$ cat config.mk
export PLATFORM = sky130hd
export DESIGN_NAME = eac_div
export DESIGN_NICKNAME = d
export VERILOG_FILES = /design/src/design/eac_pkg.sv /design/src/design/eac_div.sv
export SDC_FILE = /design/constraint.sdc
export NUM_CORES = 1
export LEC_CHECK = 0
export ABC_CLOCK_PERIOD_IN_PS = 5650
export BUFFER_PORTS_ARGS = -buffer_cell sky130_fd_sc_hd__buf_2
export CAP_MARGIN = 20
export CORE_UTILIZATION = 35
export CTS_CLUSTER_SIZE = 28
export DETAILED_ROUTE_END_ITERATION = 8
export PLACE_DENSITY = 0.52
export SYNTH_ARGS = -nofsm -noshare
export SYNTH_HDL_FRONTEND = slang
export SYNTH_SLANG_ARGS = --single-unit
$ cat constraint.sdc
create_clock -name clk -period 5.65 [get_ports clk]
set_input_delay 0.565 -clock clk [delete_from_list [all_inputs] [get_ports clk]]
set_output_delay 0.565 -clock clk [all_outputs]
set_load 0.02 [all_outputs]
$ cat src/design/eac_pkg.sv
// Shared types, constants and the arctangent table for the elliptic arc to Bezier block.
// No dependencies; every other design file imports this package.
`timescale 1ns / 1ps

package eac_pkg;

	// coordinate and angle formats
	localparam int COORD_W      = 24;
	localparam int RAD_W        = COORD_W - 1;
	localparam int ANGLE_STEPS  = 64;
	localparam int QUARTER      = 90 * ANGLE_STEPS;
	localparam int FULL_TURN    = 4 * QUARTER;
	localparam int FINE_SCALE   = 65536 / ANGLE_STEPS;
	localparam int FINE_QUARTER = 90 * 65536;
	localparam int FINE_W       = 25;
	localparam int MAX_PIECES   = 5;

	// trig unit formats
	localparam int TRIG_W       = 18;
	localparam int TRIG_ONE     = 65536;
	localparam int XY_W         = 34;
	localparam int Z_W          = 25;
	localparam int CORDIC_K     = 652032875;
	localparam int CORDIC_STEPS = 18;

	// divider and root formats
	localparam int DIV_NUM_W    = 49;
	localparam int DIV_DEN_W    = 33;
	localparam int DIV_Q_W      = 20;
	localparam int SQRT_OP_W    = 38;
	localparam int SQRT_W       = SQRT_OP_W / 2;

	// ceil(2^22 / 3): (v * DIV3_MAGIC) >> DIV3_SHIFT is floor(v / 3) for v below 2^21
	localparam int DIV3_MAGIC   = 1398102;
	localparam int DIV3_SHIFT   = 22;

	typedef struct packed {
		logic signed [COORD_W-1:0] center_x;
		logic signed [COORD_W-1:0] center_y;
		logic [RAD_W-1:0]          radius_x;
		logic [RAD_W-1:0]          radius_y;
		logic [15:0]               start_angle;
		logic [14:0]               span_angle;
		logic                      counter_clockwise;
		logic [15:0]               first_segment_id;
	} arc_req_t;

	typedef struct packed {
		logic signed [COORD_W-1:0] start_x;
		logic signed [COORD_W-1:0] start_y;
		logic signed [COORD_W-1:0] ctrl1_x;
		logic signed [COORD_W-1:0] ctrl1_y;
		logic signed [COORD_W-1:0] ctrl2_x;
		logic signed [COORD_W-1:0] ctrl2_y;
		logic signed [COORD_W-1:0] end_x;
		logic signed [COORD_W-1:0] end_y;
		logic [15:0]               segment_id;
		logic                      last_piece;
	} seg_res_t;

	// atan(2^-i) in degrees times 65536
	function automatic logic signed [Z_W-1:0] atan_entry(input logic [4:0] i);
		logic signed [Z_W-1:0] v;
		case (i)
			5'd0:  v = 25'sd2949120;
			5'd1:  v = 25'sd1740967;
			5'd2:  v = 25'sd919879;
			5'd3:  v = 25'sd466945;
			5'd4:  v = 25'sd234379;
			5'd5:  v = 25'sd117304;
			5'd6:  v = 25'sd58666;
			5'd7:  v = 25'sd29335;
			5'd8:  v = 25'sd14668;
			5'd9:  v = 25'sd7334;
			5'd10: v = 25'sd3667;
			5'd11: v = 25'sd1833;
			5'd12: v = 25'sd917;
			5'd13: v = 25'sd458;
			5'd14: v = 25'sd229;
			5'd15: v = 25'sd115;
			5'd16: v = 25'sd57;
			5'd17: v = 25'sd29;
			default: v = '0;
		endcase
		return v;
	endfunction

endpackage

$ cat src/design/eac_div.sv
// Restoring divider, one quotient bit per cycle, for quotients below 2^20.
// Depends on eac_pkg.
`timescale 1ns / 1ps

module eac_div import eac_pkg::*; (
	input  logic                 clk,
	input  logic                 arst_n,
	input  logic                 start,
	input  logic [DIV_NUM_W-1:0] num,
	input  logic [DIV_DEN_W-1:0] den,
	output logic                 done,
	output logic [DIV_Q_W-1:0]   quo
);

	logic                 busy_q;
	logic                 done_q;
	logic [4:0]           cnt_q;
	logic [DIV_DEN_W-1:0] rem_q;
	logic [DIV_DEN_W-1:0] den_q;
	logic [DIV_Q_W-1:0]   nb_q;
	logic [DIV_Q_W-1:0]   quo_q;

	logic [DIV_DEN_W:0]   t_w;
	logic [DIV_DEN_W:0]   diff_w;
	logic                 ge_w;

	assign t_w    = {rem_q, nb_q[DIV_Q_W-1]};
	assign ge_w   = t_w >= {1'b0, den_q};
	assign diff_w = t_w - {1'b0, den_q};

	always_ff @(posedge clk or negedge arst_n) begin
		if (!arst_n) begin
			busy_q <= 1'b0;
			done_q <= 1'b0;
			cnt_q  <= '0;
		end else begin
			done_q <= 1'b0;
			if (start) begin
				busy_q <= 1'b1;
				cnt_q  <= '0;
			end else if (busy_q) begin
				cnt_q <= cnt_q + 5'd1;
				if (cnt_q == 5'(DIV_Q_W - 1)) begin
					busy_q <= 1'b0;
					done_q <= 1'b1;
				end
			end
		end
	end

	// high numerator bits start as the remainder, the rest shift in
	always_ff @(posedge clk) begin
		if (start) begin
			rem_q <= DIV_DEN_W'(num[DIV_NUM_W-1:DIV_Q_W]);
			nb_q  <= num[DIV_Q_W-1:0];
			den_q <= den;
			quo_q <= '0;
		end else if (busy_q) begin
			rem_q <= ge_w ? diff_w[DIV_DEN_W-1:0] : t_w[DIV_DEN_W-1:0];
			nb_q  <= {nb_q[DIV_Q_W-2:0], 1'b0};
			quo_q <= {quo_q[DIV_Q_W-2:0], ge_w};
		end
	end

	assign done = done_q;
	assign quo  = quo_q;

endmodule

Word level (Yosys, flattened, before mapping)
Cells that the tools add are included.
Widths: inputs -> output; s select.
{"block": "word_totals", "out_inout_bits": 21, "elab_cells": 26, "reg_bits": 113}
{"block": "op_classes", "mux": 13, "reduce_logical": 1, "magnitude_cmp": 1, "n_addsub": 2, "eq_ne": 1}
{"operator": "$mux 29", "n": 2}
{"operator": "$mux 20", "n": 2}
{"operator": "$ge 34x33->1", "n": 1}
{"operator": "$mux 33", "n": 1}
{"operator": "$sub 33x33->33", "n": 1}
{"operator": "$mux 5", "n": 2}
{"operator": "$mux 1", "n": 6}
{"operator": "$add 5x1->5 const B", "n": 1}
{"operator": "$eq 5x5->1 const B", "n": 1}
{"operator": "$reduce_bool 2->1", "n": 1}

Depth between registers and ports, before layout
Gate-level depths: netlist of run 1.
{"block": "logic_depth", "ltp_word": 4, "ltp_mapped": 14}

Least setup slack after synthesis of run 1
No wires, ideal clock.
{"block": "synth_timing", "path_type": "reg-to-reg", "from": "reg nb_q[19]", "to": "reg rem_q[26], data pin", "stages_incl_launch_ff": 15, "arrival_time_ns": 3.036, "setup_ns": 0.270, "setup_slack_ns": 2.344, "path_cell_list": "edfxtp_1 inv_1 ha_1 inv_1 fa_1 a21o_1 a221oi_2 o32ai_1 nor4_2 o31ai_2 a221oi_4 buf_2 nor2_1 a211oi_1 a21oi_1"}
{"block": "synth_via", "elab_chain_len": 4, "word_cells_on_any_way": 5}
{"item": "start, declared", "line_no": "eac_div.sv:20", "text": "logic [DIV_Q_W-1:0] nb_q;"}
{"item": "start signal, assigned", "line_no": "eac_div.sv:55", "text": "nb_q <= num[DIV_Q_W-1:0];"}
{"item": "start signal, assigned", "line_no": "eac_div.sv:60", "text": "nb_q <= {nb_q[DIV_Q_W-2:0], 1'b0};"}
{"item": "$sub 33x33->33 or $ge 34x33->1 (tied branches)", "line_no": "eac_div.sv:29, eac_div.sv:28"}
{"item": "$mux 33 (*)", "line_no": "eac_div.sv:59", "text": "rem_q <= ge_w ? diff_w[DIV_DEN_W-1:0] : t_w[DIV_DEN_W-1:0];"}
{"item": "$mux 29 (*)", "line_no": "eac_div.sv:58", "text": "end else if (busy_q) begin"}
{"item": "$mux 29 (*)", "line_no": "eac_div.sv:53", "text": "if (start) begin"}
{"item": "end signal, assigned", "line_no": "eac_div.sv:54", "text": "rem_q <= DIV_DEN_W'(num[DIV_NUM_W-1:DIV_Q_W]);"}
{"item": "end signal, assigned", "line_no": "eac_div.sv:59"}
{"item": "end, declared", "line_no": "eac_div.sv:18", "text": "logic [DIV_DEN_W-1:0] rem_q;"}
Every way passes the cells marked *; elsewhere a longest branch is shown, timed or not. The select of a mux whose other input is x is not followed.
A chain may end at the register's enable or synchronous reset.

Worst setup path in the final report of run 1
Same ends and word-level chain as after synthesis.

==> results of run 1 <==
-- Yosys cell counts, drive strengths merged, types with 6 or more instances --
master	instances
dfxtp	24
xnor2	18
clkbuf	16
nand2	35
a21o	11
nor2	59
nand2b	6
ha	34
o21ai	27
nand4	8
xor2	14
a211oi	22
inv	58
mux2i	25
a21oi	55
a31oi	7
buf	12
edfxtp	82
o211ai	6
dfrtp	7
mux2	25
-- final cells by class --
type / instances / area, um^2
Tap cell: 225 / 282
Fill cell: 1693 / 9830
Inverter: 58 / 218
Sequential cell: 113 / 3120
Clock inverter: 14 / 141
Multi-Input combinational cell: 406 / 2870
Timing Repair Buffer: 110 / 581
Clock buffer: 18 / 430
-- state kept, by name (all words and copies together) (netlist names) --
register	count
busy_q	1
nb_q	20
cnt_q	5
den_q	33
quo	20
done	1
rem_q	33
-- cell families (layout without fill, tap and decap cells) --
| group | after synthesis | count (layout) | share of synthesized area |
|---|---|---|---|
| AND/OR/NAND/NOR | 133 | 133 | 0.0965 |
| buffers and inverters | 86 | 200 | 0.0528 |
| XOR/XNOR | 32 | 32 | 0.0443 |
| AO/OA/AOI/OAI | 156 | 156 | 0.159 |
| flip-flops | 113 | 113 | 0.493 |
| adder cells (fa/ha/maj) | 35 | 35 | 0.0704 |
| multiplexers | 50 | 50 | 0.0841 |
-- how the worst max path moves through the flow --
stage	startpoint	endpoint	slack, ns	cells past startpoint
floorplan	nb_q[19]$_DFFE_PP_	rem_q[26]$_DFFE_PP_	2.34	14
detailed placement	nb_q[19]$_DFFE_PP_	rem_q[11]$_DFFE_PP_	1.69	14
global route	nb_q[19]$_DFFE_PP_	rem_q[11]$_DFFE_PP_	1.33	14
finish	nb_q[19]$_DFFE_PP_	rem_q[26]$_DFFE_PP_	1.65	14
global placement	nb_q[19]$_DFFE_PP_	rem_q[11]$_DFFE_PP_	1.82	14
CTS	nb_q[19]$_DFFE_PP_	rem_q[11]$_DFFE_PP_	1.68	14
-- power by group through the flow --
stage | registers, mW | clock network, mW | logic (mW)
2_1_floorplan | 1.16 | 0 | 1.22
3_3_place_gp | 1.18 | 0 | 1.50
3_5_place_dp | 1.18 | 0 | 1.52
4_1_cts | 1.16 | 1.08 | 1.53
5_1_grt | 1.18 | 1.12 | 1.71
6_report | 1.16 | 1.05 | 1.52
-- through the flow --
step / setup WS, ns / hold WS [ns]
final: 1.65 / 0.314
after global routing: 1.33 / 0.289
after CTS: 1.68 / 0.295
after detailed placement: 1.69 / 0.409
after global placement: 1.82 / 0.402
after floorplan: 2.34 / 0.269
-- metal layers --
metal | share of wire | track usage | vias up
li1 | - | - | 2391
met1 | 0.46 | 0.189 | 2213
met2 | 0.45 | 0.247 | 120
met3 | 0.071 | 0.0623 | 14
met4 | 0.016 | 0.0574 | 0
met5 | 0 | 0 | -
-- critical path: cells and delay by family, from the launching register on --
kind | cells | cell delay [ns]
flip-flops | 1 | 0.38
AO/OA/AOI/OAI | 7 | 1.65
AND/OR/NAND/NOR | 2 | 0.43
buffers and inverters | 3 | 0.67
adder cells (fa/ha/maj) | 2 | 0.54
==> impl_results.md, run 1 <==
- Cell taking the most area after synthesis: edfxtp_1
- F_max: 0.250 GHz
- Total of max-cap violations: 0
- Post-synthesis sequential element count: 113
- Remaining Overflow, GRT: 0
- Leading cell type in the layout, fill and taps excluded: buf_2
- Path type of the worst setup path: register to register
- Post-layout nets: 826
- PnR Total Power: 3.73 mW
- Hold Buf Count CTS: 1
- Dpl cell area: 0.00704 mm^2
- Sequential fraction of the synthesis area: 0.493
- Vias after detailed routing: 4738
- Per-instance average area after synthesis: 10.5 um^2
- CP peak stage delay: 0.54 ns
- Number of warnings issued by yosys: 0
- Min-Delay Endpoint: den_q[23]$_DFFE_PP_
- Average wire length per cell after detail routing: 14.5 um
- Max Root-Sink Buffers: 2
- Number of DRC violations after detailed routing: 0
- Data arrival at the endpoint of the critical path: 4.13 ns
- Area added between synthesis and finish: 20.8%
- Layout cells sized above 1: 0.238
- Worst VDD drop: 0.248 mV
- GRT Util Overall: 0.156
- Count of boundary I/O pins: 106
- Synth area leaders: edfxtp_1, dfxtp_1, ha_1
- Worst slew margin relative to its limit: 0.400
- Switching power as a share of total power: 0.374
- Routability congestion estimate from global placement: 0.833
- Most frequent cells in the layout: buf_2, edfxtp_1, nor2_1
- Path depth of the worst reg2reg path: 14
- Clock root buffer master: clkbuf_16
- Number of input and output port buffers inserted: 105
- Proportion of power drawn by the clock network: 0.280
- Post-synth top area share: 0.389
- Clk sink count: 113
- Time the final worst path needs with I/O delays and setup: 4.00 ns
- Number of distinct library cells after synthesis: 49
- Endpoint kind of the worst setup timing path: register
- Number of iterations in the first detailed-routing pass: 5
- Inst Count DP: 910
- Inserted Diodes: 0
- Fin Clk Skew: 0.0116 ns
- Path class of the lowest-slack min-delay path: primary input to register
- Fraction of the core area covered by cells at the end of the flow: 0.437
- Sequential share of power: 0.311
- Combinational fraction of design power: 0.408
- Wire length of the first global-routing pass: 22500 um
- Vias in the first global route: 4776
- Final Non-Filler Cells: 944
- Period utilisation layout: 0.709
- Post-CTS Repair Setup Buffers: 0
- Endpoint of the most critical register-to-register path: rem_q[26]$_DFFE_PP_
- Largest net degree at the start of global routing: 83
- Worst Tran Pin Value: 0.900 ns
- Iteration-0 DRC count of the detailed router: 233
- Static Leak: 3.49 nW
- Skew-Pair Late Insertion Delay: 0.42 ns
- DPL Wire Length: 9500 um
- Endpoints failing setup: 0
- Netlist area before placement: 0.00632 mm^2
- RSZ-0062 raised after global routing: no
- Fraction of synthesis flops using an asynchronous set or reset pin: 0.0619
- Flop2flop setup slack: 1.65 ns
- Pins Over Slew Limit: 0
- Post-route cell area: 0.00764 mm^2
- Most frequent cell on the critical path: inv_1
- Clock buffers created by TritonCTS: 17
- Number of enable-type register cells in the synthesized netlist: 82
- Resized Gates After CTS: 0
- Die area: 0.0186 mm^2
- Clock tree from TritonCTS: built
- Number of rows in the core area: 48
- Setup tns final: 0 ns
- Primary flip-flop cell chosen by synthesis mapping: edfxtp_1
- Routed Antenna Nets: 0
- Cell Chain, Critical Path: inv_1 -> ha_1 -> inv_1 -> fa_1 -> a21o_1 -> a221oi_2 -> o32ai_1 -> nor4_2 -> o31ai_2 -> a221oi_4 -> buf_4 -> nor2_1 -> a211oi_1 -> a21oi_1
- Maximum fanout count along the critical path: 60
- Required time reported for the critical path endpoint: 5.78 ns
- Power density of the placed cells: 489 mW/mm^2
- Die Wd: 136 um
- Antenna violations before repair: 0
- Syn Inst Count: 605
- Via density per instance: 5.02
- Number of levels in the clock H-tree: 4
- Die outline height: 136 um
- Worst Hold Launch: den[23]
- Core Region: 0.0175 mm^2
- Internal power: 2.34 mW
- Total nets after synthesis: 725
- Final Hold Viols: 0
- Clk slew on worst S/H paths: 0.07 ns
- P_sw: 1.40 mW
- Status: finished, final reports clean
- Startpoint of the most critical register-to-register path: nb_q[19]$_DFFE_PP_
- Kind of launch point of the worst setup path: register
- Starting density of the core: 0.362
- Routed wire length: 13700 um
- Hold path cells: 1
- CP max-delay cell: buf_4
(Power assumes the default switching activity.)
==> run 2, diff against run 1 <==
Settings changed: ABC_CLOCK_PERIOD_IN_PS 5650 to 3400, PLACE_DENSITY 0.52 to 0.54.
Clock period 5.65 ns to 3.4 ns, I/O delays scaled along.
==> impl_results.md, run 2 (same netlist as run 1, synthesis figures left out) <==
- Setup tns final: 0 ns (unchanged)
- Path class of the lowest-slack min-delay path: primary input to register
- Clock tree from TritonCTS: built
- Fraction of the core area covered by cells at the end of the flow: 0.462 (+0.0248)
- Time the final worst path needs with I/O delays and setup: 3.34 ns (-0.662 ns)
- Path type of the worst setup path: register to register
- Post-layout nets: 845 (+2.3%)
- Period utilisation layout: 0.983 (+0.274)
- Min-Delay Endpoint: den_q[22]$_DFFE_PP_
- Endpoint of the most critical register-to-register path: rem_q[17]$_DFFE_PP_
- Routability congestion estimate from global placement: 0.827 (-0.79%)
- Number of input and output port buffers inserted: 105 (unchanged)
- Routed Antenna Nets: 0 (unchanged)
- Endpoints failing setup: 0 (unchanged)
- Die Wd: 136 um (unchanged)
- Power density of the placed cells: 869 mW/mm^2 (+78%)
- Status: finished, final reports clean
- Core Region: 0.0175 mm^2 (unchanged)
- Clk sink count: 113 (unchanged)
- Filler cell count: 1673 (-1.2%)
- PnR Total Power: 7.02 mW (+88%)
- Path depth of the worst reg2reg path: 14 (unchanged)
- Die area: 0.0186 mm^2 (unchanged)
- Clock root buffer master: clkbuf_16
- Skew-Pair Late Insertion Delay: 0.42 ns (about the same)
- Hold path cells: 1 (unchanged)
- Via density per instance: 5.02 (about the same)
- Maximum fanout count along the critical path: 8 (-87%)
- Flop2flop setup slack: 0.06 ns (-1.59 ns)
- Fin Clk Skew: 0.00797 ns (-0.00362 ns)
- Sequential Area: 0.00312 mm^2 (unchanged)
- Data arrival at the endpoint of the critical path: 3.52 ns (-0.61 ns)
- F_max: 0.299 GHz (+20%)
- Kind of launch point of the worst setup path: register
- Leading cell type in the layout, fill and taps excluded: buf_2
- Antenna violations before repair: 1 (+1)
- Worst Tran Pin Value: 0.725 ns (-0.176 ns)
- Remaining Overflow, GRT: 0 (unchanged)
- Starting density of the core: 0.362 (unchanged)
- Number of levels in the clock H-tree: 4 (unchanged)
- Average wire length per cell after detail routing: 15.2 um (+4.4%)
- Pins Over Slew Limit: 0 (unchanged)
- Routed wire length: 14600 um (+6.7%)
- Number of rows in the core area: 48 (unchanged)
- Static Leak: 3.68 nW (+5.5%)
- Largest net degree at the start of global routing: 55 (-34%)
- Final Hold Viols: 0 (unchanged)
- Total of max-cap violations: 0 (unchanged)
- Die outline height: 136 um (unchanged)
- Count of boundary I/O pins: 106 (unchanged)
- Worst VDD drop: 0.440 mV (+78%)
- Required time reported for the critical path endpoint: 3.57 ns (-2.21 ns)
- Max Root-Sink Buffers: 2 (unchanged)
- Area added between synthesis and finish: 27.7%
- GRT Util Overall: 0.166 (+0.0106)
- Worst Hold Launch: den[22]
- Most frequent cells in the layout: buf_2, edfxtp_1, inv_1, nor2_1, a21oi_1
- RSZ-0062 raised after global routing: yes
- Vias after detailed routing: 4842 (+2.2%)
- Critical Path Start: nb_q[19]$_DFFE_PP_
- Number of DRC violations after detailed routing: 0 (unchanged)
- Largest registers in the final layout: den_q: 33 flops, rem_q: 33 flops
- Layout cells sized above 1: 0.279 (+0.0413)
- Worst slew margin relative to its limit: 0.515 (+0.115)
- Iteration-0 DRC count of the detailed router: 379 (+63%)
- Clock buffers created by TritonCTS: 17 (unchanged)
- Combined area of the multi-input logic cells: 0.00297 mm^2 (+3.4%)
- Endpoint kind of the worst setup timing path: register
- Vias in the first global route: 4877 (+2.1%)
- Startpoint of the most critical register-to-register path: nb_q[19]$_DFFE_PP_
- Final Hold Slack: 0.0867 ns (-0.227 ns)
- DPL Wire Length: 9760 um (+2.7%)
- Wire length of the first global-routing pass: 23900 um (+6.2%)
- Clk slew on worst S/H paths: 0.06 ns (about the same)
- Number of iterations in the first detailed-routing pass: 5 (unchanged)
[run 2: cell count changes in the layout (fill, tap and decap cells not counted), moves of 3 or more]
cell	delta
clkbuf_16	+6
a211oi_1	-6
nor2_1	-3
buf_4	+9
a211oi_2	+6
clkbuf_8	+3
o21ai_2	+3
inv_6	-5
[run 2: how the worst max path moves through the flow]
stage	slack [ns]	cells past startpoint	end
2_1_floorplan	0.09	14	rem_q[26]$_DFFE_PP_
3_5_place_dp	-0.08	14	rem_q[15]$_DFFE_PP_
3_3_place_gp	0.06	14	rem_q[11]$_DFFE_PP_
4_1_cts	-0.02	15	rem_q[20]$_DFFE_PP_
5_1_grt	-0.10	15	rem_q[14]$_DFFE_PP_
6_report	0.06	14	rem_q[17]$_DFFE_PP_
[run 2: critical path: stages, from the launching register on]
cell,delay (ns)
edfxtp_1,0.38
inv_1,0.07
ha_2,0.17
inv_2,0.04
fa_2,0.33
a21o_1,0.22
a221oi_4,0.33
o32ai_2,0.15
nor4_2,0.33
o31ai_2,0.14
a221oi_4,0.28
buf_6,0.19
buf_12,0.14
o21ai_1,0.07
mux2_2,0.26
[run 2: layout make-up]
cell class | count | share of cell area
well taps | 225 | 0.0349
clock buffers | 25 | 0.0707
clock inverters | 7 | 0.00651
flip-flops and latches | 113 | 0.386
inverters | 58 | 0.0270
multi-input cells | 406 | 0.368
diodes | 1 | 0.000310
repair buffers | 129 | 0.107
[run 2: routing by layer]
layer,vias up,share of wire,GRT usage
li1,2430,-,-
met1,2274,0.46,0.205
met2,125,0.48,0.277
met3,13,0.053,0.0511
met4,0,0.0081,0.0488
met5,-,0,0
[run 2: where the power goes]
part           total (mW)  internal [mW]  switching, mW
registers            1.94           1.79          0.153
logic                3.23           1.53           1.70
clock network        1.85           1.17          0.674
total                7.02           4.49           2.53
[run 2: through the flow]
step           setup WS (ns)  std cells  cell area, um^2
2_1_floorplan         0.0937        605             6320
3_3_place_gp          0.0596        917             7120
3_5_place_dp         -0.0757        917             7120
4_1_cts              -0.0219        958             7930
5_1_grt               -0.102        963             8070
6_report              0.0580        964             8080
[run 2: repair_timing]
item / CTS / global route
setup endpoints to repair: 25 / 32
hold endpoints to repair: 7 / 0
gates resized for setup: 13 / 14
hold buffers: 1 / 0
cloned: 3 / 2
buffers inserted: 5 / 3
pin swaps: 16 / 17
