`src/design/eac_pkg.sv`:
```
// Shared types, constants and the arctangent table for the elliptic arc to Bezier block.
// No dependencies; every other design file imports this package.
`timescale 1ns / 1ps

package eac_pkg;

	// coordinate and angle formats
	localparam int COORD_W      = 24;
	localparam int RAD_W        = COORD_W - 1;
	localparam int ANGLE_STEPS  = 64;
	localparam int QUARTER      = 90 * ANGLE_STEPS;
	localparam int FULL_TURN    = 4 * QUARTER;
	localparam int FINE_SCALE   = 65536 / ANGLE_STEPS;
	localparam int FINE_QUARTER = 90 * 65536;
	localparam int FINE_W       = 25;
	localparam int MAX_PIECES   = 5;

	// trig unit formats
	localparam int TRIG_W       = 18;
	localparam int TRIG_ONE     = 65536;
	localparam int XY_W         = 34;
	localparam int Z_W          = 25;
	localparam int CORDIC_K     = 652032875;
	localparam int CORDIC_STEPS = 18;

	// divider and root formats
	localparam int DIV_NUM_W    = 49;
	localparam int DIV_DEN_W    = 33;
	localparam int DIV_Q_W      = 20;
	localparam int SQRT_OP_W    = 38;
	localparam int SQRT_W       = SQRT_OP_W / 2;

	// ceil(2^22 / 3): (v * DIV3_MAGIC) >> DIV3_SHIFT is floor(v / 3) for v below 2^21
	localparam int DIV3_MAGIC   = 1398102;
	localparam int DIV3_SHIFT   = 22;

	typedef struct packed {
		logic signed [COORD_W-1:0] center_x;
		logic signed [COORD_W-1:0] center_y;
		logic [RAD_W-1:0]          radius_x;
		logic [RAD_W-1:0]          radius_y;
		logic [15:0]               start_angle;
		logic [14:0]               span_angle;
		logic                      counter_clockwise;
		logic [15:0]               first_segment_id;
	} arc_req_t;

	typedef struct packed {
		logic signed [COORD_W-1:0] start_x;
		logic signed [COORD_W-1:0] start_y;
		logic signed [COORD_W-1:0] ctrl1_x;
		logic signed [COORD_W-1:0] ctrl1_y;
		logic signed [COORD_W-1:0] ctrl2_x;
		logic signed [COORD_W-1:0] ctrl2_y;
		logic signed [COORD_W-1:0] end_x;
		logic signed [COORD_W-1:0] end_y;
		logic [15:0]               segment_id;
		logic                      last_piece;
	} seg_res_t;

	// atan(2^-i) in degrees times 65536
	function automatic logic signed [Z_W-1:0] atan_entry(input logic [4:0] i);
		logic signed [Z_W-1:0] v;
		case (i)
			5'd0:  v = 25'sd2949120;
			5'd1:  v = 25'sd1740967;
			5'd2:  v = 25'sd919879;
			5'd3:  v = 25'sd466945;
			5'd4:  v = 25'sd234379;
			5'd5:  v = 25'sd117304;
			5'd6:  v = 25'sd58666;
			5'd7:  v = 25'sd29335;
			5'd8:  v = 25'sd14668;
			5'd9:  v = 25'sd7334;
			5'd10: v = 25'sd3667;
			5'd11: v = 25'sd1833;
			5'd12: v = 25'sd917;
			5'd13: v = 25'sd458;
			5'd14: v = 25'sd229;
			5'd15: v = 25'sd115;
			5'd16: v = 25'sd57;
			5'd17: v = 25'sd29;
			default: v = '0;
		endcase
		return v;
	endfunction

endpackage

```
`src/design/eac_sqrt.sv`:
```
// Digit-by-digit integer square root, one result bit per cycle.
// Depends on eac_pkg.
`timescale 1ns / 1ps

module eac_sqrt import eac_pkg::*; (
	input  logic                 clk,
	input  logic                 arst_n,
	input  logic                 start,
	input  logic [SQRT_OP_W-1:0] op,
	output logic                 done,
	output logic [SQRT_W-1:0]    root
);

	logic                 busy_q;
	logic                 done_q;
	logic [4:0]           cnt_q;
	logic [SQRT_OP_W-1:0] op_q;
	logic [SQRT_W+1:0]    rem_q;
	logic [SQRT_W-1:0]    root_q;

	logic [SQRT_W+3:0]    t_w;
	logic [SQRT_W+3:0]    trial_w;
	logic [SQRT_W+3:0]    diff_w;
	logic                 ge_w;

	assign t_w     = {rem_q, op_q[SQRT_OP_W-1:SQRT_OP_W-2]};
	assign trial_w = (SQRT_W + 4)'({root_q, 2'b01});
	assign ge_w    = t_w >= trial_w;
	assign diff_w  = t_w - trial_w;

	always_ff @(posedge clk or negedge arst_n) begin
		if (!arst_n) begin
			busy_q <= 1'b0;
			done_q <= 1'b0;
			cnt_q  <= '0;
		end else begin
			done_q <= 1'b0;
			if (start) begin
				busy_q <= 1'b1;
				cnt_q  <= '0;
			end else if (busy_q) begin
				cnt_q <= cnt_q + 5'd1;
				if (cnt_q == 5'(SQRT_W - 1)) begin
					busy_q <= 1'b0;
					done_q <= 1'b1;
				end
			end
		end
	end

	// two operand bits per step
	always_ff @(posedge clk) begin
		if (start) begin
			op_q   <= op;
			rem_q  <= '0;
			root_q <= '0;
		end else if (busy_q) begin
			op_q   <= {op_q[SQRT_OP_W-3:0], 2'b00};
			rem_q  <= ge_w ? diff_w[SQRT_W+1:0] : t_w[SQRT_W+1:0];
			root_q <= {root_q[SQRT_W-2:0], ge_w};
		end
	end

	assign done = done_q;
	assign root = root_q;

endmodule

```
`config.mk`:
```
export PLATFORM = sky130hd
export DESIGN_NAME = eac_sqrt
export DESIGN_NICKNAME = d
export VERILOG_FILES = /design/src/design/eac_pkg.sv /design/src/design/eac_sqrt.sv
export SDC_FILE = /design/constraint.sdc
export NUM_CORES = 1
export LEC_CHECK = 0
export BUFFER_PORTS_ARGS = -buffer_cell sky130_fd_sc_hd__buf_2
export CAP_MARGIN = 40
export CORE_MARGIN = 2
export CORE_UTILIZATION = 25
export DETAILED_ROUTE_END_ITERATION = 16
export HOLD_SLACK_MARGIN = 0.06
export REMOVE_ABC_BUFFERS = 1
export SKIP_LAST_GASP = 1
export SLEW_MARGIN = 20
export SYNTH_ARGS = -nofsm -noshare
export SYNTH_HDL_FRONTEND = slang
export SYNTH_SLANG_ARGS = --single-unit
```
`constraint.sdc`:
```
create_clock -name clk -period 6.35 [get_ports clk]
set_input_delay 0.3175 -clock clk [delete_from_list [all_inputs] [get_ports clk]]
set_output_delay 0.3175 -clock clk [all_outputs]
set_load 0.05 [all_outputs]
```
==> After elaboration in Yosys (flattened, before gate mapping) <==
Cells that the tools add are included.
{ "classes": {"add_sub_neg": 2, "n_lt_le_gt_ge": 1, "eq_ne": 1, "n_mux": 11, "n_reduce_logical": 1} }
{ "ops": {"columns": ["op", "n"], "rows": [
  ["$mux 38", 2],
  ["$ge 23x21->1", 1],
  ["$mux 21", 1],
  ["$sub 21x21->21", 1],
  ["$mux 5", 2],
  ["$mux 1", 6],
  ["$add 5x1->5 const B", 1],
  ["$eq 5x5->1 const B", 1],
  ["$reduce_bool 2->1", 1]
]} }
{ "word_totals": {"register_bits": 85, "inputBits": 41, "output_inout_bits": 20, "elab_cells": 22} }

==> Logic depth before layout (Yosys ltp) <==
Gate-level depths: netlist of the first run.
{ "depth": {"word_depth": 4, "ltp_mapped": 12, "mapped_depth_nobuf": 9} }

==> Worst setup path before layout of the first run <==
Ideal clock, no wire load.
{ "synth_path": {"path_kind": "register to register", "from": "reg root_q[15], in the netlist root[15]", "to": "reg rem_q[13]", "setup_time_ns": 0.073, "arrival_time_ns": 2.997, "required_time_ns": 6.277, "slack_ns": 3.279, "stages_incl_launch_ff": 13, "path_buffers": 3, "synth_period_minus_slack_ns": 3.071, "cell_sequence": "dfxtp_1 -> inv_1 -> ha_1 -> buf_4 -> and3_4 -> or4b_1 -> o41ai_1 -> a31oi_1 -> nor2b_1 -> buf_6 -> buf_6 -> or2_4 -> o211ai_2"} }
{ "synth_via": {"elab_chain_len": 2} }
{ "synth_rtl": {"columns": ["element", "line", "text"], "rows": [
  ["from (decl)", "eac_sqrt.sv:19", "logic [SQRT_W-1:0] root_q;"],
  ["from (signal assigned)", "eac_sqrt.sv:60", "root_q <= {root_q[SQRT_W-2:0], ge_w};"],
  ["$ge 23x21->1", "eac_sqrt.sv:28", "assign ge_w = t_w >= trial_w;"],
  ["$mux 21", "eac_sqrt.sv:59", "rem_q <= ge_w ? diff_w[SQRT_W+1:0] : t_w[SQRT_W+1:0];"],
  ["to (signal assigned)", "eac_sqrt.sv:59", null],
  ["to (decl)", "eac_sqrt.sv:18", "logic [SQRT_W+1:0] rem_q;"]
]} }
No other way between the ends.
A chain may end at the register's enable or synchronous reset.

==> Worst setup path after layout of the first run <==
{ "layout_path": {"from": "reg root_q[15], in the netlist root[15]", "to": "reg rem_q[20]"} }
{ "layout_via": {"elab_chain_len": 2, "elab_cells_between_ends": 3, "cone_classes": "add/sub: 1; order compare: 1; mux: 1"} }
{ "layout_rtl": {"columns": ["element", "line"], "rows": [
  ["$sub 21x21->21 or $ge 23x21->1 (tied branches)", "eac_sqrt.sv:29, eac_sqrt.sv:28"],
  ["$mux 21 (*)", "eac_sqrt.sv:59"]
]} }
Every way passes the cells marked *; elsewhere a longest branch is shown, timed or not.

==> results of run 1 <==
how the worst max path moves through the flow:
stage / from / to / depth (start not counted) / slack [ps]
floorplan: root[14] / rem_q[1] / 9 / 2690
global placement: root[14] / rem_q[20] / 10 / 3330
detailed placement: root[15] / rem_q[20] / 10 / 3210
CTS: root[15] / rem_q[20] / 10 / 3210
global route: root[7] / rem_q[20] / 10 / 3040
finish: root[15] / rem_q[20] / 10 / 3220
sequential cells by signal, summed over array words and instances (netlist names):
name and count:
cnt_q 5, op_q 38, done 1, busy_q 1
rem_q 21, root 19
layout make-up:
cell class / count / area share
Clock buffer: 10 / 0.04186
Sequential cell: 85 / 0.3872
Inverter: 32 / 0.02196
Timing Repair Buffer: 65 / 0.06221
Tap cell: 229 / 0.05238
Multi-Input combinational cell: 306 / 0.4215
Clock inverter: 6 / 0.01281
worst max-delay path, stage by stage, from the launching register on:
cell and delay, ps:
sky130_fd_sc_hd__dfxtp_1 370, sky130_fd_sc_hd__inv_1 60, sky130_fd_sc_hd__ha_1 410, sky130_fd_sc_hd__and3_4 250, sky130_fd_sc_hd__or4b_1 440, sky130_fd_sc_hd__o41ai_1 360, sky130_fd_sc_hd__a31oi_1 140, sky130_fd_sc_hd__nor2b_2 190
sky130_fd_sc_hd__buf_4 260, sky130_fd_sc_hd__a22o_1 220, sky130_fd_sc_hd__a221o_1 330
routing by layer:
metal / vias to the layer above / GRT usage
li1: 1710 / -
met1: 1595 / 0.1273
met2: 86 / 0.1770
met3: 11 / 0.04342
met4: 0 / 0.04200
met5: - / 0
power groups by stage:
stage / combinational (mW) / clock, mW / sequential [mW]
5_1_grt: 1.20 / 0.576 / 0.728
6_report: 1.08 / 0.535 / 0.716
3_3_place_gp: 1.06 / 0 / 0.726
2_1_floorplan: 0.833 / 0 / 0.735
4_1_cts: 1.08 / 0.555 / 0.717
3_5_place_dp: 1.07 / 0 / 0.729
through the flow:
step	cell area (um^2)	setup slack (ps)	utilization	power, mW	std cells
after global routing	5470	3038	0.3025	2.504	733
after detailed placement	5161	3210	0.2854	1.800	716
after floorplan	4541	2692	-	1.568	423
after global placement	5161	3331	0.2854	1.783	716
after CTS	5470	3211	0.3025	2.352	733
final	5470	3216	0.3025	2.328	733
logic make-up (layout without fill, tap and decap cells):
kind of cell | count (synthesis) | in the layout | synth area share
AO/OA/AOI/OAI | 81 | 81 | 0.1230
XOR/XNOR | 20 | 20 | 0.03776
adder cells (fa/ha/maj) | 23 | 23 | 0.06203
buffers and inverters | 52 | 113 | 0.04720
flip-flops | 85 | 85 | 0.4563
multiplexers | 68 | 68 | 0.1575
AND/OR/NAND/NOR | 114 | 114 | 0.1162
cells in the final DEF, fill, tap and decap left out, types with 20 or more instances in the layout:
cell type | synthesis | final
sky130_fd_sc_hd__dfxtp_1 | 40 | 40
sky130_fd_sc_hd__mux2i_1 | 31 | 31
sky130_fd_sc_hd__a21oi_1 | 20 | 20
sky130_fd_sc_hd__edfxtp_1 | 38 | 38
sky130_fd_sc_hd__nor2_1 | 52 | 52
sky130_fd_sc_hd__ha_1 | 23 | 23
sky130_fd_sc_hd__nand2_1 | 25 | 25
sky130_fd_sc_hd__inv_1 | 32 | 32
sky130_fd_sc_hd__mux2_2 | 36 | 36
sky130_fd_sc_hd__buf_2 | 1 | 60
==> impl_metrics.xml, run 1 <==
<?xml version="1.0" encoding="UTF-8"?>
<metrics>
  <group name="synth">
    <metric name="synthTopCellsByArea" unit="">sky130_fd_sc_hd__edfxtp_1 (25%), sky130_fd_sc_hd__dfxtp_1 (17%), sky130_fd_sc_hd__mux2_2 (8.7%)</metric>
    <metric name="ys_top_cells_by_count" unit="">sky130_fd_sc_hd__nor2_1 (52), sky130_fd_sc_hd__dfxtp_1 (40), sky130_fd_sc_hd__edfxtp_1 (38)</metric>
    <metric name="post_synth.cell_area_avg" unit="um^2">10.47</metric>
    <metric name="ys.warnings.count" unit="">0</metric>
    <metric name="async_reset_ff_frac" unit="">0.08235</metric>
    <metric name="most_instantiated_library_cell_after_synthesis" unit="">sky130_fd_sc_hd__nor2_1</metric>
    <metric name="post-synth-top-area-cell" unit="">sky130_fd_sc_hd__edfxtp_1</metric>
    <metric name="synthesis_stage_register_bit_count" unit="">85</metric>
    <metric name="synthCells" unit="">443</metric>
    <metric name="synthDistinctLibCells" unit="">59</metric>
    <metric name="synth_enable_flop_cells" unit="">38</metric>
    <metric name="netlist_area" unit="um^2">4639</metric>
    <metric name="synth_seq_area_share" unit="">0.4563</metric>
    <metric name="dominantRegCellSynth" unit="">sky130_fd_sc_hd__dfxtp_1</metric>
    <metric name="netlist.area_leader.share" unit="">0.2460</metric>
  </group>
  <group name="detailed_routing">
    <metric name="routed_wl" unit="um">9955</metric>
    <metric name="number_of_design_rule_violations_left_after_detail_routing" unit="">0</metric>
    <metric name="detailroute.wirelength.met3" unit="um">747</metric>
    <metric name="dr_wl_met2" unit="um">4704</metric>
    <metric name="drtAntennaViolNets" unit="">0</metric>
    <metric name="drt-wirelength-per-cell" unit="um">13.58</metric>
    <metric name="drt_pass1_iterations" unit="">4</metric>
    <metric name="wirelength_met1" unit="um">4340</metric>
    <metric name="dr_top_layer" unit="">met4</metric>
    <metric name="via_count" unit="">3402</metric>
    <metric name="drtIter0Drc" unit="">218</metric>
    <metric name="drt-vias-per-instance" unit="">4.641</metric>
  </group>
  <group name="die">
    <metric name="ioPinCount" unit="">61</metric>
    <metric name="fp.dieArea" unit="um^2">19660</metric>
    <metric name="core_region_area" unit="um^2">18090</metric>
    <metric name="die_w" unit="um">140.2</metric>
    <metric name="row_count" unit="">49</metric>
    <metric name="die_height" unit="um">140.2</metric>
    <metric name="start_util" unit="">0.2565</metric>
  </group>
  <group name="worst_setup_path">
    <metric name="critical_path_peak_fanout" unit="">24</metric>
    <metric name="worst_ep_arrival_time" unit="ps">3370</metric>
    <metric name="worst_ep_required_time" unit="ps">6590</metric>
    <metric name="reg2regPathDepth" unit="">10</metric>
    <metric name="timing.rr.end" unit="">rem_q[20]</metric>
    <metric name="criticalPathCategory" unit="">flop to flop</metric>
    <metric name="r2r_start" unit="">root[15]</metric>
    <metric name="worst_setup_path_end_kind" unit="">flop</metric>
    <metric name="regToRegSetupSlack" unit="ps">3220</metric>
    <metric name="worstSetupStartpointType" unit="">flop</metric>
  </group>
  <group name="layout">
    <metric name="finalNetCount" unit="">563</metric>
    <metric name="layout_cell_share_with_drive_strength_beyond_1" unit="">0.2540</metric>
    <metric name="area_of_the_multi_input_gates" unit="um^2">2306</metric>
    <metric name="register_area" unit="um^2">2118</metric>
    <metric name="n_fill_cell" unit="">1853</metric>
    <metric name="flow.area_growth_from_synthesis" unit="%">17.91</metric>
    <metric name="antenna_cells" unit="">0</metric>
  </group>
  <group name="clock_network">
    <metric name="clk_path_buf_depth" unit="">2</metric>
    <metric name="insertion_delay" unit="ps">350</metric>
    <metric name="hold_buffers" unit="">1</metric>
    <metric name="worst_setup_hold_path_clk_slew" unit="ps">70</metric>
    <metric name="cts_root_buf" unit="">sky130_fd_sc_hd__clkbuf_16</metric>
    <metric name="cts_made_buffers" unit="">9</metric>
    <metric name="tritoncts_clock_tree" unit="">done</metric>
    <metric name="htree_levels" unit="">3</metric>
    <metric name="cts_post_setup_buffers_inserted" unit="">0</metric>
    <metric name="cts_num_sinks" unit="">85</metric>
    <metric name="post_cts_resize_count" unit="">0</metric>
  </group>
  <group name="timing">
    <metric name="finalSetupViolations" unit="">0</metric>
    <metric name="totalNegativeSetupSlack" unit="ps">0</metric>
    <metric name="timing_max_transition_violations_final" unit="">0</metric>
    <metric name="finalHoldViolations" unit="">0</metric>
    <metric name="rsz0062_at_grt" unit="">no</metric>
    <metric name="clock_skew" unit="ps">6.055</metric>
    <metric name="max_freq" unit="MHz">319.1</metric>
    <metric name="timing.hold.ws" unit="ps">246.0</metric>
    <metric name="final_period_minus_worst_setup_slack" unit="ps">3134</metric>
    <metric name="slew_headroom" unit="">0.4654</metric>
    <metric name="tightest_slew" unit="ps">781.6</metric>
    <metric name="final_min_period_over_clock_period" unit="">0.4936</metric>
  </group>
  <group name="flow_run">
    <metric name="drv.max_cap_violation_count" unit="">0</metric>
  </group>
  <group name="outcome">
    <metric name="outcome" unit="">completed</metric>
  </group>
  <group name="place">
    <metric name="gp_congestion" unit="">0.8285</metric>
    <metric name="place.port_buffers" unit="">60</metric>
    <metric name="place.detailed.hpwl" unit="um">7174</metric>
  </group>
  <group name="min_path">
    <metric name="holdCritPathClass" unit="">input port to flop</metric>
    <metric name="worstHoldEndpoint" unit="">op_q[1]</metric>
    <metric name="min_from" unit="">op[1]</metric>
    <metric name="hold-path-cell-count" unit="">2</metric>
  </group>
  <group name="grt">
    <metric name="grt.overflow.total" unit="">0</metric>
    <metric name="antenna_found_initial" unit="">1</metric>
    <metric name="grt_max_degree" unit="">61</metric>
    <metric name="grt_pass1_vias" unit="">3535</metric>
    <metric name="grt_pass1_wl" unit="um">17200</metric>
    <metric name="groute.usage.overall" unit="">0.1081</metric>
  </group>
  <group name="power">
    <metric name="cellPowerDensity" unit="nW/um^2">425.6</metric>
    <metric name="power.switching" unit="uW">867.7</metric>
    <metric name="pwr-share-seq" unit="">0.308</metric>
    <metric name="comb_power_share" unit="">0.462</metric>
    <metric name="clockPowerShare" unit="">0.230</metric>
    <metric name="irDropWorstVdd" unit="mV">0.1846</metric>
    <metric name="power.internal" unit="mW">1.460</metric>
    <metric name="power.leakage" unit="nW">2.364</metric>
    <metric name="netSwitchingFraction" unit="">0.3727</metric>
  </group>
</metrics>
Power figures use the tool's default switching activity.
==> run 2, diff against run 1 <==
--- a/config.mk
+++ b/config.mk
@@ -5,6 +5,7 @@
 export SDC_FILE = /design/constraint.sdc
 export NUM_CORES = 1
 export LEC_CHECK = 0
+export ABC_AREA = 1
 export BUFFER_PORTS_ARGS = -buffer_cell sky130_fd_sc_hd__buf_2
 export CAP_MARGIN = 40
 export CORE_MARGIN = 2
==> constraint.sdc (replaced) <==
create_clock -name clk -period 3.3 [get_ports clk]
set_input_delay 0.165 -clock clk [delete_from_list [all_inputs] [get_ports clk]]
set_output_delay 0.165 -clock clk [all_outputs]
set_load 0.05 [all_outputs]
==> run 2 against run 1 <==
  * First-iteration DRC count grew 22%
  * Clock-buffer cell count shrank 1
  * Synthesized cell count grew 52%
  * Core utilization shrank 0.19 points
  * Register-to-register slack lost 2100 ps
  * Global-route usage grew 1.1 points
  * Largest power group unchanged
  * Sequential cell count is the same
  * Die area grew 4.8%
  * Critical endpoint is now rem_q[9]
  * Final area grew 5.9%
==> impl_metrics.xml, run 2 <==
<?xml version="1.0" encoding="UTF-8"?>
<metrics>
  <group name="outcome">
    <metric name="outcome" unit="">completed</metric>
  </group>
  <group name="power">
    <metric name="irDropWorstVdd" unit="mV">0.3821</metric>
    <metric name="power.switching" unit="mW">2.121</metric>
    <metric name="pwr-share-seq" unit="">0.279</metric>
    <metric name="power.leakage" unit="nW">2.930</metric>
    <metric name="cellPowerDensity" unit="nW/um^2">843.9</metric>
    <metric name="comb_power_share" unit="">0.495</metric>
    <metric name="netSwitchingFraction" unit="">0.4339</metric>
    <metric name="power.internal" unit="mW">2.767</metric>
    <metric name="clockPowerShare" unit="">0.226</metric>
    <metric name="power.total" unit="mW">4.888</metric>
  </group>
  <group name="layout">
    <metric name="registers.top_by_ff_count" unit="">op_q</metric>
    <metric name="finalNetCount" unit="">795</metric>
    <metric name="stdcell_count" unit="">1000</metric>
    <metric name="flow.area_growth_from_synthesis" unit="%">18.94</metric>
    <metric name="largest_reg_flops" unit="">38</metric>
    <metric name="mostFrequentLayoutCells" unit="">sky130_fd_sc_hd__nand2_1 (288), sky130_fd_sc_hd__inv_1 (85), sky130_fd_sc_hd__buf_2 (60), sky130_fd_sc_hd__nand3_1 (49), sky130_fd_sc_hd__dfxtp_1 (40)</metric>
    <metric name="n_fill_cell" unit="">2167</metric>
    <metric name="antenna_cells" unit="">0</metric>
    <metric name="layout_cell_share_with_drive_strength_beyond_1" unit="">0.1333</metric>
    <metric name="final_common_cell" unit="">sky130_fd_sc_hd__nand2_1</metric>
  </group>
  <group name="detailed_routing">
    <metric name="drtAntennaViolNets" unit="">0</metric>
    <metric name="routed_wl" unit="um">11480</metric>
    <metric name="number_of_design_rule_violations_left_after_detail_routing" unit="">0</metric>
    <metric name="drt_pass1_iterations" unit="">4</metric>
    <metric name="drt-vias-per-instance" unit="">4.277</metric>
    <metric name="drtIter0Drc" unit="">265</metric>
    <metric name="drt-wirelength-per-cell" unit="um">11.48</metric>
    <metric name="via_count" unit="">4277</metric>
  </group>
  <group name="synth">
    <metric name="synthesis_stage_register_bit_count" unit="">85</metric>
    <metric name="synthCells" unit="">672</metric>
    <metric name="synthTopCellsByArea" unit="">sky130_fd_sc_hd__edfxtp_1 (23%), sky130_fd_sc_hd__nand2_1 (22%), sky130_fd_sc_hd__dfxtp_1 (16%)</metric>
    <metric name="ys.warnings.count" unit="">0</metric>
    <metric name="netlist_area" unit="um^2">4870</metric>
    <metric name="synth_enable_flop_cells" unit="">38</metric>
    <metric name="post_synth.cell_area_avg" unit="um^2">7.247</metric>
    <metric name="async_reset_ff_frac" unit="">0.08235</metric>
    <metric name="synthDistinctLibCells" unit="">31</metric>
    <metric name="ys_top_cells_by_count" unit="">sky130_fd_sc_hd__nand2_1 (288), sky130_fd_sc_hd__inv_1 (87), sky130_fd_sc_hd__nand3_1 (49)</metric>
    <metric name="dominantRegCellSynth" unit="">sky130_fd_sc_hd__dfxtp_1</metric>
    <metric name="netlist.area_leader.share" unit="">0.2343</metric>
    <metric name="synth_seq_area_share" unit="">0.4347</metric>
    <metric name="most_instantiated_library_cell_after_synthesis" unit="">sky130_fd_sc_hd__nand2_1</metric>
    <metric name="post-synth-top-area-cell" unit="">sky130_fd_sc_hd__edfxtp_1</metric>
  </group>
  <group name="die">
    <metric name="die_height" unit="um">143.6</metric>
    <metric name="fp.dieArea" unit="um^2">20610</metric>
    <metric name="core_region_area" unit="um^2">19270</metric>
    <metric name="start_util" unit="">0.2527</metric>
    <metric name="row_count" unit="">51</metric>
    <metric name="ioPinCount" unit="">61</metric>
    <metric name="die_w" unit="um">143.6</metric>
  </group>
  <group name="worst_setup_path">
    <metric name="worst_ep_arrival_time" unit="ps">2500</metric>
    <metric name="worst_setup_path_startpoint" unit="">root[3]</metric>
    <metric name="worst_setup_path_end_kind" unit="">flop</metric>
    <metric name="reg2regPathDepth" unit="">13</metric>
    <metric name="timing.rr.end" unit="">rem_q[9]</metric>
    <metric name="critical_path_peak_fanout" unit="">10</metric>
    <metric name="r2r_start" unit="">root[3]</metric>
    <metric name="worst_ep_required_time" unit="ps">3580</metric>
    <metric name="timing.critical_path.to" unit="">rem_q[9]</metric>
    <metric name="criticalPathCategory" unit="">flop to flop</metric>
    <metric name="worstSetupStartpointType" unit="">flop</metric>
    <metric name="regToRegSetupSlack" unit="ps">1080</metric>
  </group>
  <group name="grt">
    <metric name="antenna_found_initial" unit="">0</metric>
    <metric name="grt_pass1_wl" unit="um">19670</metric>
    <metric name="grt_max_degree" unit="">46</metric>
    <metric name="grt.overflow.total" unit="">0</metric>
    <metric name="groute.usage.overall" unit="">0.1190</metric>
    <metric name="grt_pass1_vias" unit="">4152</metric>
  </group>
  <group name="timing">
    <metric name="rsz0062_at_grt" unit="">no</metric>
    <metric name="clock_skew" unit="ps">6.190</metric>
    <metric name="finalSetupViolations" unit="">0</metric>
    <metric name="timing.hold.ws" unit="ps">77.06</metric>
    <metric name="final_min_period_over_clock_period" unit="">0.6732</metric>
    <metric name="timing_max_transition_violations_final" unit="">0</metric>
    <metric name="max_freq" unit="MHz">450.1</metric>
    <metric name="finalHoldViolations" unit="">0</metric>
    <metric name="slew_headroom" unit="">0.5717</metric>
    <metric name="final_period_minus_worst_setup_slack" unit="ps">2222</metric>
    <metric name="totalNegativeSetupSlack" unit="ps">0</metric>
    <metric name="worst_slack" unit="ps">1078</metric>
    <metric name="tightest_slew" unit="ps">638.5</metric>
  </group>
  <group name="clock_network">
    <metric name="htree_levels" unit="">3</metric>
    <metric name="worst_setup_hold_path_clk_slew" unit="ps">70</metric>
    <metric name="cts_num_sinks" unit="">85</metric>
    <metric name="insertion_delay" unit="ps">340</metric>
    <metric name="clk_path_buf_depth" unit="">2</metric>
    <metric name="tritoncts_clock_tree" unit="">done</metric>
    <metric name="post_cts_resize_count" unit="">0</metric>
    <metric name="cts_root_buf" unit="">sky130_fd_sc_hd__clkbuf_16</metric>
    <metric name="cts_post_setup_buffers_inserted" unit="">0</metric>
    <metric name="cts_made_buffers" unit="">9</metric>
  </group>
  <group name="place">
    <metric name="place.port_buffers" unit="">60</metric>
    <metric name="dp.cells" unit="">984</metric>
    <metric name="gp_congestion" unit="">0.8601</metric>
    <metric name="dp_slack" unit="ps">1115</metric>
    <metric name="place.detailed.hpwl" unit="um">8525</metric>
  </group>
  <group name="min_path">
    <metric name="holdCritPathClass" unit="">input port to flop</metric>
    <metric name="hold-path-cell-count" unit="">3</metric>
  </group>
  <group name="flow_run">
    <metric name="drv.max_cap_violation_count" unit="">0</metric>
  </group>
</metrics>
==> run 2: cell types whose count changed after synthesis, moves of 4 or more <==
cell	previous run	this run
sky130_fd_sc_hd__o211ai_2	4	0
sky130_fd_sc_hd__mux2_2	36	0
sky130_fd_sc_hd__and2_1	4	0
sky130_fd_sc_hd__nor3_1	2	7
sky130_fd_sc_hd__nand2_2	0	6
sky130_fd_sc_hd__a211oi_1	14	0
sky130_fd_sc_hd__nand3_1	3	49
sky130_fd_sc_hd__xnor2_1	11	3
sky130_fd_sc_hd__inv_1	32	87
sky130_fd_sc_hd__mux2i_1	31	0
sky130_fd_sc_hd__nand2_1	25	288
sky130_fd_sc_hd__nor2_1	52	28
sky130_fd_sc_hd__o22ai_1	0	18
==> run 2: through the flow <==
stage	util	area, um^2
global route	0.3005	5792
finish	0.3005	5792
floorplan	-	4787
CTS	0.3005	5792
global placement	0.2834	5461
detailed placement	0.2834	5461
==> run 2: worst min-delay path by stage <==
| stage | start | end | slack (ps) |
|---|---|---|---|
| detailed placement | arst_n | done | 10 |
| global placement | arst_n | done | 7 |
| finish | op[1] | op_q[1] | 80 |
| CTS | op[1] | op_q[1] | 70 |
| floorplan | arst_n | busy_q | -130 |
| global route | op[0] | op_q[0] | 80 |
==> run 2: cell families after synthesis <==
logic type | count (synthesis) | share of synthesized area
and+or+nand+nor | 397 | 0.3446
DFF | 85 | 0.4347
adders and majority gates | 23 | 0.05910
AOI/OAI and AO/OA | 51 | 0.05910
xor gates and xnor gates | 9 | 0.01619
buffers and inverters | 107 | 0.08633
==> run 2: power groups by stage <==
stage	sequential, mW	clock (mW)	combinational [mW]
CTS	1.36	1.13	2.43
global placement	1.38	0	2.40
detailed placement	1.38	0	2.41
global route	1.38	1.18	2.81
finish	1.36	1.11	2.42
floorplan	1.40	0	1.85
==> run 2: layout make-up <==
cell class / instances / area (um^2) / area share
Tap cell: 265 / 331.6 / 0.05725
Inverter: 90 / 337.8 / 0.05833
Sequential cell: 85 / 2117 / 0.3655
Multi-Input combinational cell: 480 / 2332 / 0.4027
Timing Repair Buffer: 65 / 352.8 / 0.06092
Clock inverter: 6 / 95.09 / 0.01642
Clock buffer: 9 / 225.2 / 0.03889
==> run 2: what timing repair did <==
item,CTS,global route
hold buffers,1,0
endpoints found under the hold margin,7,0
setup endpoints to repair,0,0
==> run 2: critical path, cell delays in order (launching register included) <==
cell and delay (ps):
sky130_fd_sc_hd__dfxtp_1 340, sky130_fd_sc_hd__inv_1 80, sky130_fd_sc_hd__ha_1 370, sky130_fd_sc_hd__nand2_2 120, sky130_fd_sc_hd__inv_1 60, sky130_fd_sc_hd__a21oi_1 170, sky130_fd_sc_hd__nand2_1 160, sky130_fd_sc_hd__nand2_1 130
sky130_fd_sc_hd__nand2_2 80, sky130_fd_sc_hd__nand2_4 160, sky130_fd_sc_hd__nand3_2 140, sky130_fd_sc_hd__inv_2 200, sky130_fd_sc_hd__nand2_1 80, sky130_fd_sc_hd__nand3_1 70
==> run 2: layer usage <==
metal / GRT usage / share of wire / up-vias
li1: - / - / 2247
met1: 0.1628 / 0.50 / 1912
met3: 0.03166 / 0.052 / 13
met4: 0.03096 / 0.012 / 0
met5: 0 / 0 / -
met2: 0.1860 / 0.43 / 105
